==> src/keyed_record_deque_macros.svh <==
// assertion macros for the keyed record deque
// used by the top level, needs clk and rst_n in scope
`ifndef KEYED_RECORD_DEQUE_MACROS_SVH
`define KEYED_RECORD_DEQUE_MACROS_SVH

// same-cycle implication
`define KRD_ASSERT_IMP(lbl, ante, cons) \
    lbl: assert property (@(posedge clk) disable iff (!rst_n) (ante) |-> (cons)) \
        else $error("keyed_record_deque check failed");

// next-cycle implication
`define KRD_ASSERT_NXT(lbl, ante, cons) \
    lbl: assert property (@(posedge clk) disable iff (!rst_n) (ante) |=> (cons)) \
        else $error("keyed_record_deque check failed");

`endif

==> src/kdq_pkg.sv <==
// shared constants, types and helpers for the keyed record deque
// no dependencies
package kdq_pkg;

    localparam int DEPTH       = 16;
    localparam int MAX_RESULTS = 16;
    localparam int PTR_W       = (DEPTH > 1) ? $clog2(DEPTH) : 1;
    localparam int CNT_W       = $clog2(DEPTH + 1);

    typedef enum logic [2:0] {
        CMD_PUSH_FRONT = 3'd0,
        CMD_PUSH_REAR  = 3'd1,
        CMD_POP_FRONT  = 3'd2,
        CMD_POP_REAR   = 3'd3,
        CMD_LIST       = 3'd4,
        CMD_FIND       = 3'd5
    } cmd_t;

    typedef enum logic [1:0] {
        ST_OK        = 2'd0,
        ST_EMPTY     = 2'd1,
        ST_FULL      = 2'd2,
        ST_NOT_FOUND = 2'd3
    } status_t;

    typedef enum logic [1:0] {
        S_IDLE,
        S_DISPATCH,
        S_POP,
        S_WALK
    } state_t;

    typedef struct packed {
        cmd_t               cmd;
        logic signed [31:0] key;
        logic [15:0]        value;
    } req_t;

    typedef struct packed {
        status_t            status;
        logic signed [31:0] rec_key;
        logic [15:0]        rec_value;
        logic               last;
    } rsp_t;

    typedef struct packed {
        logic signed [31:0] key;
        logic [15:0]        value;
    } rec_t;

    typedef struct packed {
        logic             en;
        logic [PTR_W-1:0] addr;
        rec_t             data;
    } ram_wr_t;

    // physical slot of the record at a given offset from the front
    function automatic logic [PTR_W-1:0] slot_of(input logic [PTR_W-1:0] head,
                                                 input logic [CNT_W-1:0] off);
        logic [CNT_W:0] sum;
        sum = (CNT_W+1)'(head) + (CNT_W+1)'(off);
        if (sum >= (CNT_W+1)'(DEPTH))
        begin
            sum = sum - (CNT_W+1)'(DEPTH);
        end
        return PTR_W'(sum);
    endfunction

endpackage

==> src/keyed_record_deque.sv <==
// keyed record deque top level: sequencer plus record storage
// depends on kdq_pkg, kdq_ram, kdq_ctrl and keyed_record_deque_macros.svh
//
// channel   ports             handshake
// command   req (req_t)       accepted when start is high and busy is low
// result    rsp (rsp_t)       one beat per cycle with valid high, always taken
//
// push: the result is registered from the dispatch state; pop: from the pop state, after the storage read
// list: results stream one per cycle from the walk state, one per record
// find: one stored record compared per cycle on the single read port
// busy drops in the cycle the final beat shows, so the next command may follow at once
// reset empties the deque (head and count cleared); storage is not cleared
`include "keyed_record_deque_macros.svh"

module keyed_record_deque
    import kdq_pkg::*;
(
    input  logic clk,
    input  logic rst_n,
    input  logic start,
    output logic busy,
    input  req_t req,
    output logic valid,
    output rsp_t rsp
);

    ram_wr_t          wr;
    logic [PTR_W-1:0] rd_addr;
    rec_t             rd_data;

    kdq_ram u_ram (
        .clk     (clk),
        .wr      (wr),
        .rd_addr (rd_addr),
        .rd_data (rd_data)
    );

    kdq_ctrl u_ctrl (
        .clk     (clk),
        .rst_n   (rst_n),
        .start   (start),
        .busy    (busy),
        .req     (req),
        .valid   (valid),
        .rsp     (rsp),
        .wr      (wr),
        .rd_addr (rd_addr),
        .rd_data (rd_data)
    );

    `KRD_ASSERT_NXT(a_accept_busy, start && !busy, busy)
    `KRD_ASSERT_NXT(a_list_stream, valid && !rsp.last, valid)
    `KRD_ASSERT_IMP(a_beat_after_work, valid, $past(busy))

endmodule

==> src/kdq_ram.sv <==
// record storage, one write port and one registered read port
// depends on kdq_pkg
module kdq_ram
    import kdq_pkg::*;
(
    input  logic             clk,
    input  ram_wr_t          wr,
    input  logic [PTR_W-1:0] rd_addr,
    output rec_t             rd_data
);

    rec_t mem [DEPTH];
    rec_t rd_data_reg;

    always_ff @(posedge clk)
    begin
        if (wr.en)
        begin
            mem[wr.addr] <= wr.data;
        end
        rd_data_reg <= mem[rd_addr];
    end

    assign rd_data = rd_data_reg;

endmodule

==> src/kdq_ctrl.sv <==
// command sequencer: pointers, store walk, key compare and result register
// depends on kdq_pkg
module kdq_ctrl
    import kdq_pkg::*;
(
    input  logic             clk,
    input  logic             rst_n,
    input  logic             start,
    output logic             busy,
    input  req_t             req,
    output logic             valid,
    output rsp_t             rsp,
    output ram_wr_t          wr,
    output logic [PTR_W-1:0] rd_addr,
    input  rec_t             rd_data
);

    state_t           state_reg, state_next;
    req_t             req_reg, req_next;
    logic [PTR_W-1:0] head_reg, head_next;
    logic [CNT_W-1:0] count_reg, count_next;
    logic [CNT_W-1:0] idx_reg, idx_next;
    logic [CNT_W-1:0] limit_reg, limit_next;
    logic             valid_reg, valid_next;
    rsp_t             rsp_reg, rsp_next;
    logic [CNT_W-1:0] rd_off;
    logic [CNT_W-1:0] idx_inc;
    logic [PTR_W-1:0] head_dec;
    logic [PTR_W-1:0] head_inc;
    logic             key_hit;

    assign idx_inc  = idx_reg + CNT_W'(1);
    assign head_dec = (head_reg == '0) ? PTR_W'(DEPTH - 1) : head_reg - PTR_W'(1);
    assign head_inc = (head_reg == PTR_W'(DEPTH - 1)) ? '0 : head_reg + PTR_W'(1);
    assign key_hit  = (rd_data.key == req_reg.key);
    assign rd_addr  = slot_of(head_reg, rd_off);

    always_ff @(posedge clk or negedge rst_n)
    begin
        if (!rst_n)
        begin
            state_reg <= S_IDLE;
            head_reg  <= '0;
            count_reg <= '0;
            valid_reg <= 1'b0;
        end
        else
        begin
            state_reg <= state_next;
            head_reg  <= head_next;
            count_reg <= count_next;
            valid_reg <= valid_next;
        end
    end

    always_ff @(posedge clk)
    begin
        req_reg   <= req_next;
        idx_reg   <= idx_next;
        limit_reg <= limit_next;
        rsp_reg   <= rsp_next;
    end

    always_comb
    begin
        state_next = state_reg;
        req_next   = req_reg;
        head_next  = head_reg;
        count_next = count_reg;
        idx_next   = idx_reg;
        limit_next = limit_reg;
        valid_next = 1'b0;
        rsp_next   = '{status: ST_OK, rec_key: '0, rec_value: '0, last: 1'b1};
        wr         = '0;
        rd_off     = '0;

        unique case (state_reg)
            S_IDLE:
            begin
                if (start)
                begin
                    req_next   = req;
                    state_next = S_DISPATCH;
                end
            end

            S_DISPATCH:
            begin
                state_next = S_IDLE;
                unique case (req_reg.cmd)
                    CMD_PUSH_FRONT, CMD_PUSH_REAR:
                    begin
                        valid_next = 1'b1;
                        if (count_reg == CNT_W'(DEPTH))
                        begin
                            rsp_next.status = ST_FULL;
                        end
                        else
                        begin
                            wr.en   = 1'b1;
                            wr.data = '{key: req_reg.key, value: req_reg.value};
                            if (req_reg.cmd == CMD_PUSH_FRONT)
                            begin
                                wr.addr   = head_dec;
                                head_next = head_dec;
                            end
                            else
                            begin
                                wr.addr = slot_of(head_reg, count_reg);
                            end
                            count_next = count_reg + CNT_W'(1);
                        end
                    end

                    CMD_POP_FRONT, CMD_POP_REAR:
                    begin
                        if (count_reg == '0)
                        begin
                            valid_next      = 1'b1;
                            rsp_next.status = ST_EMPTY;
                        end
                        else
                        begin
                            if (req_reg.cmd == CMD_POP_REAR)
                            begin
                                rd_off = count_reg - CNT_W'(1);
                            end
                            state_next = S_POP;
                        end
                    end

                    CMD_LIST, CMD_FIND:
                    begin
                        if (count_reg == '0)
                        begin
                            valid_next      = 1'b1;
                            rsp_next.status = (req_reg.cmd == CMD_LIST) ? ST_EMPTY
                                                                        : ST_NOT_FOUND;
                        end
                        else
                        begin
                            idx_next = '0;
                            if (req_reg.cmd == CMD_LIST && 32'(count_reg) > MAX_RESULTS)
                            begin
                                limit_next = CNT_W'(MAX_RESULTS);
                            end
                            else
                            begin
                                limit_next = count_reg;
                            end
                            state_next = S_WALK;
                        end
                    end

                    default:
                    begin
                        state_next = S_IDLE;
                    end
                endcase
            end

            S_POP:
            begin
                valid_next         = 1'b1;
                rsp_next.rec_key   = rd_data.key;
                rsp_next.rec_value = rd_data.value;
                if (req_reg.cmd == CMD_POP_FRONT)
                begin
                    head_next = head_inc;
                end
                count_next = count_reg - CNT_W'(1);
                state_next = S_IDLE;
            end

            S_WALK:
            begin
                rd_off = idx_inc;
                if (req_reg.cmd == CMD_LIST)
                begin
                    valid_next         = 1'b1;
                    rsp_next.rec_key   = rd_data.key;
                    rsp_next.rec_value = rd_data.value;
                    rsp_next.last      = (idx_inc == limit_reg);
                    if (idx_inc == limit_reg)
                    begin
                        state_next = S_IDLE;
                    end
                end
                else if (key_hit)
                begin
                    valid_next         = 1'b1;
                    rsp_next.rec_key   = rd_data.key;
                    rsp_next.rec_value = rd_data.value;
                    state_next         = S_IDLE;
                end
                else if (idx_inc == limit_reg)
                begin
                    valid_next      = 1'b1;
                    rsp_next.status = ST_NOT_FOUND;
                    state_next      = S_IDLE;
                end
                idx_next = idx_inc;
            end

            default:
            begin
                state_next = S_IDLE;
            end
        endcase
    end

    assign busy  = (state_reg != S_IDLE);
    assign valid = valid_reg;
    assign rsp   = rsp_reg;

endmodule

==> config.mk <==
export PLATFORM = sky130hd
export DESIGN_NAME = keyed_record_deque
export DESIGN_NICKNAME = d
export VERILOG_FILES = /design/src/kdq_pkg.sv /design/src/keyed_record_deque.sv /design/src/kdq_ram.sv /design/src/kdq_ctrl.sv
export VERILOG_INCLUDE_DIRS = /design/src /design/src/src
export SDC_FILE = /design/constraint.sdc
export NUM_CORES = 1
export LEC_CHECK = 0
export ABC_CLOCK_PERIOD_IN_PS = 4900
export BUFFER_PORTS_ARGS = -buffer_cell sky130_fd_sc_hd__buf_2
export CAP_MARGIN = 10
export CORE_MARGIN = 2
export CORE_UTILIZATION = 30
export DETAILED_ROUTE_END_ITERATION = 12
export PLACE_DENSITY = 0.48
export SYNTH_ARGS = -nofsm -noshare
export SYNTH_HDL_FRONTEND = slang
export SYNTH_SLANG_ARGS = --single-unit
==> constraint.sdc <==
create_clock -name clk -period 4.9 [get_ports clk]
set_input_delay 0.245 -clock clk [delete_from_list [all_inputs] [get_ports clk]]
set_output_delay 0.245 -clock clk [all_outputs]
set_load 0.005 [all_outputs]
==> metrics.md, run 1 <==
| Metric | Value |
|---|---|
| Outcome | `finished clean` |
| CTS Hold Buffers Added | `54` |
| CP endpoint kind | `flip-flop` |
| Dominant cell type by area after synthesis | `edfxtp_1` |
| Crit-path max cell delay | `0.85 ns` |
| Count leader, synth | `edfxtp_1` |
| Worst-case clock buffer depth | `3` |
| Syn nets | `1748` |
| Tmin final | `3.99 ns` |
| Number of global-route vias before repair | `18100` |
| Min-delay worst type | `input pin to flip-flop` |
| CTS tree | `yes` |
| RSZ-0062 raised after global routing | `false` |
| Share of the synthesized area in the top cell type | `70.0%` |
| Max_slew headroom | `31.0%` |
| Crit path max fanout | `44` |
| Cell mode on critical path | `mux2i_1` |
| # setup viols final | `0` |
| CTS root buf | `clkbuf_16` |
| Clock Latency Late Sink | `0.69 ns` |
| Initial antenna violation count | `3` |
| Async SR Flop Fraction | `1.28%` |
| Post-synth EDFFs | `829` |
| Synth cell count leaders | `edfxtp_1, mux4_2, mux2i_1, dfxtp_1, clkbuf_1` |
| Wire per inst | `25.0 um` |
| Sequential share of the synthesized area | `76.4%` |
| PortBufs | `106` |
| Final hold violations | `0` |
| Vias/cell | `4.76` |
| Synth area leaders | `edfxtp_1, mux4_2, dfxtp_1, mux2i_1, nor3b_1` |
| Starting Density | `30.2%` |
| Unique masters post-synth | `55` |
| First-pass GRT wire length | `127 mm` |
| Least-Margin Pin Slew | `1.03 ns` |
| CP cell instances | `inv_1 > ha_1 > nor4b_1 > or4_4 > o22ai_1 > ha_4 > fa_4 > buf_12 > mux4_2 > mux2i_1 > mux2i_1` |
| Total Routing Usage GR | `14.6%` |
| H-Tree Depth | `3` |
| Final-stage net count | `1990` |
| Initial DRT Pass Iterations | `5` |
| CTS buffer count | `103` |
| Via count | `16900` |
| FF+latch count, synth | `940` |
| Synth warnings | `0` |
| Drt drc | `0` |
| LEAKAGE | `14.4 nW` |
| GP Congestion | `0.721` |
| Worst setup SP type | `flip-flop` |
| Drt total wl | `88.6 mm` |
| Gr ovfl total | `0` |
| Die Wd | `348 um` |
| Slew Viols, Final | `0` |
| Drt initial violations | `1538` |
| VDD IR max | `0.549 mV` |
| Setup_tns | `0 ns` |
| Fmax | `0.251 GHz` |
| Full die area | `121000 um2` |
| Synth Instances | `1680` |
| Avg Inst Size Synth | `21.2 um2` |
| Critical path class | `flip-flop to flip-flop` |
| Max reg flops | `768` |
| Final Util | `36.1%` |
| Main synth FF type | `edfxtp_1` |
| Setup Buffers After CTS | `0` |
| Number of antenna-violating nets in the routed design | `0` |
| TritonCTS Sinks | `940` |
| Post-DP HPWL | `48.0 mm` |
| Max_cap viols | `0` |
| Fin crit share | `81.4%` |
| CP bufs+invs | `2` |
| Critical Path AT | `4.53 ns` |
| Clk_skew | `0.0349 ns` |
| I/O pin count | `107` |
| Area Growth Syn to Fin | `19.4%` |
| CP max-delay cell | `fa_4` |
| Row Count | `126` |
| Clock transition at the registers of the reported paths | `0.06 ns` |
| Post-CTS sizing | `0` |
| Share of layout cells above drive strength 1 | `27.0%` |
| Top delay family on crit path | `adder cells` |
| Largest net degree at the start of global routing | `50` |
| Core ar. | `118000 um2` |
| Die height | `348 um` |
| Post-Syn Area | `35600 um2` |
| Worst EP required | `5.45 ns` |
| Pwr dens | `594 nW/um2` |
area by class of cell:
class	count	area (um2)
antenna	1	2.50
fill	10800	75300
clock buffer	146	2850
clock inverter	49	498
sequential	940	27200
multi-input combinational	647	8160
tap	1536	1920
inverter	8	30.0
timing repair buffer	222	1820
cell families after synthesis:
kind of cell / share of synthesized area [%]
buf+inv: 1.13
compound gates: 0.912
mux: 16.3
fa+ha+maj: 0.535
simple gates: 3.21
xor+xnor: 1.44
flops: 76.4
worst min-delay path, cell delays in order:
cell	delay (ns)
buf_2	0.09
inv_1	0.08
nor2_4	0.16
layout by cell type, fill, tap and decap left out, types with 11 or more instances in the layout:
| master | netlist | routed |
|---|---|---|
| clkbuf_1 | 56 | 32 |
| xnor2_1 | 17 | 16 |
| clkinv_1 | 1 | 11 |
| buf_12 | 0 | 23 |
| nor2_4 | 0 | 18 |
| clkbuf_16 | 0 | 103 |
| edfxtp_1 | 829 | 829 |
| nand2_1 | 14 | 14 |
| buf_4 | 1 | 39 |
| xor2_1 | 39 | 38 |
| mux4_2 | 192 | 192 |
| dlygate4sd3_1 | 0 | 54 |
| nor3b_1 | 49 | 49 |
| clkbuf_8 | 0 | 11 |
| dfxtp_1 | 99 | 99 |
| dfrtp_1 | 12 | 12 |
| ha_1 | 12 | 11 |
| nor2_1 | 31 | 13 |
| buf_2 | 26 | 106 |
| and2_1 | 51 | 51 |
| mux2i_1 | 148 | 148 |
| clkinv_2 | 0 | 21 |
stage by stage:
| step | hold slack, ns | worst slack, ns | area [um2] | instances | total power [mW] |
|---|---|---|---|---|---|
| 2_1_floorplan | -0.0506 | 0.577 | 35600 | 1680 | 15.5 |
| 3_3_place_gp | 0.166 | 0.933 | 38600 | 3299 | 17.9 |
| 3_5_place_dp | 0.174 | 0.840 | 38600 | 3299 | 18.0 |
| 4_1_cts | 0.101 | 0.865 | 42500 | 3548 | 25.7 |
| 5_1_grt | 0.117 | 0.752 | 42500 | 3548 | 26.5 |
| 6_report | 0.127 | 0.911 | 42500 | 3549 | 25.2 |
path summary, 6_finish.rpt:
check / start / end / slack (ns) / depth (start not counted)
max: u_ctrl.count_reg[1]$_DFFE_PN0P_ / u_ram.rd_data[35]$_DFF_P_ / 0.91 / 11
min: start / u_ctrl.req_reg[43]$_DFFE_PP_ / 0.13 / 3
max reg2reg: u_ctrl.count_reg[1]$_DFFE_PN0P_ / u_ram.rd_data[35]$_DFF_P_ / 0.91 / 11
min reg2reg: u_ram.rd_data[6]$_DFF_P_ / u_ctrl.rsp[7]$_DFF_P_ / 0.46 / 1
max in group asynchronous: rst_n / u_ctrl.head_reg[1]$_DFFE_PN0P_ / 3.29 / 4
min in group asynchronous: rst_n / u_ctrl.count_reg[4]$_DFFE_PN0P_ / 0.48 / 3
metal layers:
layer | part of all wire (%) | up-vias | global-route usage (%)
li1 | - | 7343 | -
met1 | 44 | 9034 | 19.4
met2 | 49 | 392 | 24.4
met3 | 4.0 | 126 | 2.35
met4 | 2.6 | 0 | 4.84
met5 | 0 | - | 0
power by group:
| group | leakage [nW] | switching [mW] | total [mW] | internal, mW |
|---|---|---|---|---|
| Sequential | 8.79 | 0.472 | 10.0 | 9.54 |
| Combinational | 3.94 | 3.98 | 7.66 | 3.68 |
| Clock | 1.63 | 3.17 | 7.56 | 4.38 |
| Total | 14.4 | 7.63 | 25.2 | 17.6 |
Note: power is estimated with default switching activity, not from simulation.
==> run 2: changes to the inputs <==
- ABC_CLOCK_PERIOD_IN_PS: 4900 -> 3500
- PLACE_DENSITY: 0.48 -> 0.5
- clock period: 4.9 -> 3.5 ns (I/O delays scaled with it)
==> metrics.md, run 2 (synthesis gave the netlist of run 1 again) <==
| Metric | Value |
|---|---|
| Outcome | `finished clean` |
| Final hold violations | `0 (unchanged)` |
| Largest net degree at the start of global routing | `54 (+8.0%)` |
| Initial antenna violation count | `2 (-1)` |
| Final Util | `36.7% (+0.62 points)` |
| Total Routing Usage GR | `14.3% (-0.28 points)` |
| Least-Margin Pin Slew | `1.06 ns (+0.0247 ns)` |
| CTS root buf | `clkbuf_16` |
| VDD IR max | `0.711 mV (+30%)` |
| Vias/cell | `4.71 (-1.0%)` |
| Fin crit share | `95.2% (+14 points)` |
| Row Count | `126 (unchanged)` |
| Design Area, Final | `43200 um2 (+1.7%)` |
| Most frequent cells in the layout | `edfxtp_1, mux4_2, mux2i_1` |
| Pre-CTS WS | `-0.0568 ns (-0.897 ns)` |
| CP max-delay cell | `fa_4` |
| Final non-filler cell total | `3590 (+1.2%)` |
| Clock Latency Late Sink | `0.70 ns (about the same)` |
| CP endpoint kind | `flip-flop` |
| Share of layout cells above drive strength 1 | `28.8% (+1.7 points)` |
| GP Congestion | `0.765 (+6.0%)` |
| CP cell instances | `inv_1 > ha_1 > nor4b_4 > or4_4 > o22ai_4 > ha_4 > fa_4 > buf_12 > buf_12 > mux4_2 > mux2i_2 > mux2i_1` |
| Starting Density | `30.2% (unchanged)` |
| Wire per inst | `24.3 um (-2.6%)` |
| Final-stage net count | `2033 (+2.2%)` |
| Post-DP HPWL | `47.7 mm (-0.49%)` |
| Max_slew headroom | `29.3% (-1.7 points)` |
| First-pass GRT wire length | `126 mm (-1.3%)` |
| Core ar. | `118000 um2 (unchanged)` |
| Worst EP required | `4.03 ns (-1.42 ns)` |
| Worst setup SP type | `flip-flop` |
| Cell mode on critical path | `buf_12` |
| Crit-path max cell delay | `0.92 ns (+0.07 ns)` |
| Commonest non-fill, non-tap cell in the layout | `edfxtp_1` |
| Pwr dens | `836 nW/um2 (+41%)` |
| Drt drc | `0 (unchanged)` |
| Slew Viols, Final | `0 (unchanged)` |
| Via count | `16900 (+0.11%)` |
| Placed cell count | `3341 (+1.3%)` |
| Setup_tns | `0 ns (unchanged)` |
| Crit path max fanout | `21 (-52%)` |
| Max reg flops | `768 (unchanged)` |
| Clk_skew | `0.0536 ns (+0.0187 ns)` |
| Area Growth Syn to Fin | `21.5%` |
| Sequential cell area | `27200 um2 (unchanged)` |
| Critical Path AT | `3.86 ns (-0.67 ns)` |
| Post-DP Area | `39200 um2 (+1.7%)` |
| CTS buffer count | `100 (-2.9%)` |
| Multi-input logic area | `8200 um2 (+0.49%)` |
| Layout fillers | `10700 (-0.40%)` |
| Die Wd | `348 um (unchanged)` |
| Drt initial violations | `1462 (-4.9%)` |
| Clock transition at the registers of the reported paths | `0.06 ns (about the same)` |
| Final Power | `36.1 mW (+43%)` |
| Tmin final | `3.33 ns (-0.656 ns)` |
| I/O pin count | `107 (unchanged)` |
| Final WS setup | `0.168 ns (-0.744 ns)` |
| PortBufs | `106 (unchanged)` |
| Min-delay worst type | `input pin to flip-flop` |
| H-Tree Depth | `3 (unchanged)` |
| TritonCTS Sinks | `940 (unchanged)` |
| Full die area | `121000 um2 (unchanged)` |
| Worst-case clock buffer depth | `3 (unchanged)` |
| LEAKAGE | `14.7 nW (+2.3%)` |
| Number of antenna-violating nets in the routed design | `0 (unchanged)` |
| Min-Delay Path Depth | `4 (+1)` |
| Max_cap viols | `0 (unchanged)` |
| Die height | `348 um (unchanged)` |
| Drt total wl | `87.3 mm (-1.5%)` |
| Gr ovfl total | `0 (unchanged)` |
| # setup viols final | `0 (unchanged)` |
| WHS | `0.150 ns (+0.0236 ns)` |
| Number of global-route vias before repair | `18100 (-0.23%)` |
| Critical path class | `flip-flop to flip-flop` |
| RSZ-0062 raised after global routing | `false` |
| Fmax | `0.300 GHz (+20%)` |
| Initial DRT Pass Iterations | `5 (unchanged)` |
| R2R cell count | `12 (+1)` |
| CTS tree | `yes` |
[run 2: critical path: cells and delay by family, from the launching register on]
| family | cells | cell delay [ns] |
|---|---|---|
| compound gates | 1 | 0.07 |
| fa+ha+maj | 3 | 1.26 |
| buf+inv | 3 | 0.47 |
| flops | 1 | 0.38 |
| mux | 3 | 0.58 |
| simple gates | 2 | 0.40 |
[run 2: where the power goes]
group          leakage [nW]  total, mW  switching (mW)  internal (mW)
registers              8.79       13.9           0.542           13.4
clock network          1.60       10.5            4.42           6.04
logic                  4.30       11.8            5.86           5.90
total                  14.7       36.1            10.8           25.3
[run 2: final cells by class]
type	instances	area share [%]
Inverter	8	0.0695
Clock buffer	141	6.43
Multi-Input combinational cell	647	19.0
Sequential cell	940	62.9
Clock inverter	48	1.19
Tap cell	1536	4.45
Antenna cell	2	0.0116
Timing Repair Buffer	268	5.94
[run 2: routing by layer]
layer | global-route usage, % | wire length, um | part of all wire, % | vias up
li1 | - | - | - | 7435
met1 | 19.2 | 38100 | 44 | 8940
met2 | 23.9 | 42800 | 49 | 424
met3 | 2.38 | 4430 | 5.1 | 115
met4 | 4.27 | 2000 | 2.3 | 0
met5 | 0 | 0 | 0 | -
[run 2: repair_timing]
action / in CTS / in global routing
buffers inserted: 0 / 3
hold endpoints to repair: 63 / 0
gates resized for setup: 2 / 7
hold buffers: 53 / 0
cloned: 0 / 2
endpoints found under the setup margin: 12 / 28
pin swaps: 0 / 3
[run 2: final timing paths]
path | startpoint | to | slack [ns]
max | u_ctrl.count_reg[1]$_DFFE_PN0P_ | u_ram.rd_data[0]$_DFF_P_ | 0.17
min | start | u_ctrl.req_reg[4]$_DFFE_PP_ | 0.15
max reg2reg | u_ctrl.count_reg[1]$_DFFE_PN0P_ | u_ram.rd_data[0]$_DFF_P_ | 0.17
min reg2reg | u_ram.rd_data[8]$_DFF_P_ | u_ctrl.rsp[9]$_DFF_P_ | 0.47
max in group asynchronous | rst_n | u_ctrl.valid$_DFF_PN0_ | 2.46
min in group asynchronous | rst_n | u_ctrl.head_reg[1]$_DFFE_PN0P_ | 0.60
==> run 3: changes to the inputs <==
- BUFFER_PORTS_ARGS: -buffer_cell sky130_fd_sc_hd__buf_2 -> not set
- DONT_BUFFER_PORTS: not set -> 1
- GPL_TIMING_DRIVEN: not set -> 1
- MAX_ROUTING_LAYER: not set -> met4
- PLACE_DENSITY: 0.5 -> 0.49
==> metrics.md, run 3 (synthesis gave the netlist of run 1 again) <==
| Metric | Value |
|---|---|
| Gr ovfl total | `0 (unchanged)` |
| Setup_tns | `0 ns (unchanged)` |
| Critical path class | `flip-flop to flip-flop` |
| Worst-case clock buffer depth | `3 (unchanged)` |
| LEAKAGE | `14.4 nW (-2.2%)` |
| Clock transition at the registers of the reported paths | `0.06 ns (about the same)` |
| # setup viols final | `0 (unchanged)` |
| Post-DP HPWL | `49.1 mm (+3.0%)` |
| Number of global-route vias before repair | `17700 (-1.8%)` |
| Core ar. | `118000 um2 (unchanged)` |
| Min-delay worst type | `input pin to flip-flop` |
| Row Count | `126 (unchanged)` |
| Design Area, Final | `43000 um2 (-0.55%)` |
| Least-Margin Pin Slew | `1.01 ns (-0.0413 ns)` |
| Worst EP required | `4.07 ns (+0.04 ns)` |
| Die height | `348 um (unchanged)` |
| Placed cell count | `3247 (-2.8%)` |
| CTS tree | `yes` |
| Max reg flops | `768 (unchanged)` |
| Crit path max fanout | `5 (-76%)` |
| Via count | `16700 (-1.3%)` |
| Fmax | `0.293 GHz (-2.4%)` |
| Total Routing Usage GR | `14.9% (+0.57 points)` |
| CP endpoint kind | `flip-flop` |
| WHS | `0.0539 ns (-0.0965 ns)` |
| CTS root buf | `clkbuf_16` |
| Drt initial violations | `1432 (-2.1%)` |
| Layout fillers | `10600 (-0.65%)` |
| Final-stage net count | `1944 (-4.4%)` |
| Share of layout cells above drive strength 1 | `25.5% (-3.2 points)` |
| Final non-filler cell total | `3496 (-2.6%)` |
| Max_cap viols | `0 (unchanged)` |
| Worst setup SP type | `flip-flop` |
| Max_slew headroom | `32.0% (+2.8 points)` |
| Initial DRT Pass Iterations | `5 (unchanged)` |
| Slew Viols, Final | `0 (unchanged)` |
| Vias/cell | `4.78 (+1.4%)` |
| I/O pin count | `107 (unchanged)` |
| Commonest non-fill, non-tap cell in the layout | `edfxtp_1` |
| PortBufs | `0 (-100%)` |
| Critical Path AT | `3.98 ns (+0.12 ns)` |
| TritonCTS Sinks | `940 (unchanged)` |
| Drt drc | `0 (unchanged)` |
| H-Tree Depth | `3 (unchanged)` |
| CTS buffer count | `100 (unchanged)` |
| Full die area | `121000 um2 (unchanged)` |
| N_diodes | `0 (-2)` |
| RSZ-0062 raised after global routing | `false` |
| Final hold violations | `0 (unchanged)` |
| Clock Latency Late Sink | `0.69 ns (about the same)` |
| Number of antenna-violating nets in the routed design | `0 (unchanged)` |
| GP Congestion | `0.749 (-2.1%)` |
| Post-DP Area | `38700 um2 (-1.2%)` |
| Wire per inst | `25.5 um (+4.8%)` |
| VDD IR max | `0.472 mV (-34%)` |
| Drt total wl | `89.1 mm (+2.0%)` |
| Clk_skew | `0.0478 ns (-0.00575 ns)` |
| Initial antenna violation count | `4 (+2)` |
| First-pass GRT wire length | `127 mm (+0.99%)` |
| Outcome | `finished clean` |
| Die Wd | `348 um (unchanged)` |
| Final Util | `36.5% (-0.20 points)` |
| Fin crit share | `97.6% (+2.3 points)` |
| Starting Density | `30.2% (unchanged)` |
| Largest net degree at the start of global routing | `53 (-1.9%)` |
| Pwr dens | `861 nW/um2 (+2.9%)` |
| Tmin final | `3.41 ns (+0.0818 ns)` |
| Area Growth Syn to Fin | `20.8%` |
| Most frequent cells in the layout | `edfxtp_1, mux4_2, mux2i_1` |
run 3: cell count changes in the layout (fill, tap and decap cells not counted), sizes merged:
cell      previous run  this run
clkinv              32        41
buf                213       121
clkinvlp             2         1
diode                2         0
bufinv               6        14
clkbuf             143       133
inv                 16        10
run 3: area by class of cell:
cell class              count  area [um2]  area share (%)
clock inverters            58         744            1.73
well taps                1536        1920            4.47
multi-input cells         647        8190            19.1
clock buffers             128        2700            6.28
inverters                   8        30.0          0.0699
repair buffers            179        2190            5.10
flip-flops and latches    940       27200            63.3
run 3: stage by stage:
stage	total power, mW	setup slack (ns)
final	37.0	0.0857
after global routing	38.7	0.0112
after global placement	25.9	-0.0613
after detailed placement	26.0	-0.124
after floorplan	21.7	-0.280
after CTS	37.1	0.0196
run 3: power by group:
part           internal [mW]  leakage, nW  total, mW  switching (mW)
logic                   6.09         3.91       12.0            5.96
registers               13.4         8.79       14.0           0.606
clock network           6.51         1.68       11.0            4.46
run 3: layer usage:
layer / up-vias / track usage (%) / share of wire, % / wire [um]
met4: 0 / 3.35 / 1.9 / 1690
met3: 124 / 2.23 / 4.1 / 3660
met1: 8991 / 19.6 / 44 / 39600
met5: - / - / 0 / 0
li1: 7228 / - / - / -
met2: 352 / 24.4 / 50 / 44100
run 3: what timing repair did:
action / in CTS / in global routing
gates resized for setup: 2 / 4
setup endpoints to repair: 20 / 36
setup buffers: 0 / 5
hold buffers: 53 / 0
gates cloned: 0 / 5
hold endpoints to repair: 63 / 0
pin swaps: 0 / 4
run 3: critical path, stage by stage, from the launching register on:
cell	delay (ns)
dfrtp_1	0.35
inv_1	0.07
ha_1	0.23
nor4b_4	0.14
or4_4	0.46
o21bai_1	0.17
buf_4	0.15
fa_4	0.67
buf_8	0.21
clkbuf_16	0.17
buf_4	0.16
mux4_2	0.28
mux2i_1	0.17
mux2i_1	0.10
run 3: path summary, 6_finish.rpt:
path | from | to | slack (ns) | cells past startpoint
worst max-delay path | u_ctrl.count_reg[0]$_DFFE_PN0P_ | u_ram.rd_data[38]$_DFF_P_ | 0.09 | 13
worst min-delay path | start | u_ctrl.req_reg[4]$_DFFE_PP_ | 0.05 | 3
worst max register to register | u_ctrl.count_reg[0]$_DFFE_PN0P_ | u_ram.rd_data[38]$_DFF_P_ | 0.09 | 13
worst min register to register | u_ram.rd_data[0]$_DFF_P_ | u_ctrl.rsp[1]$_DFF_P_ | 0.46 | 1
max in group asynchronous | rst_n | u_ctrl.count_reg[0]$_DFFE_PN0P_ | 2.56 | 2
min in group asynchronous | rst_n | u_ctrl.valid$_DFF_PN0_ | 0.52 | 2
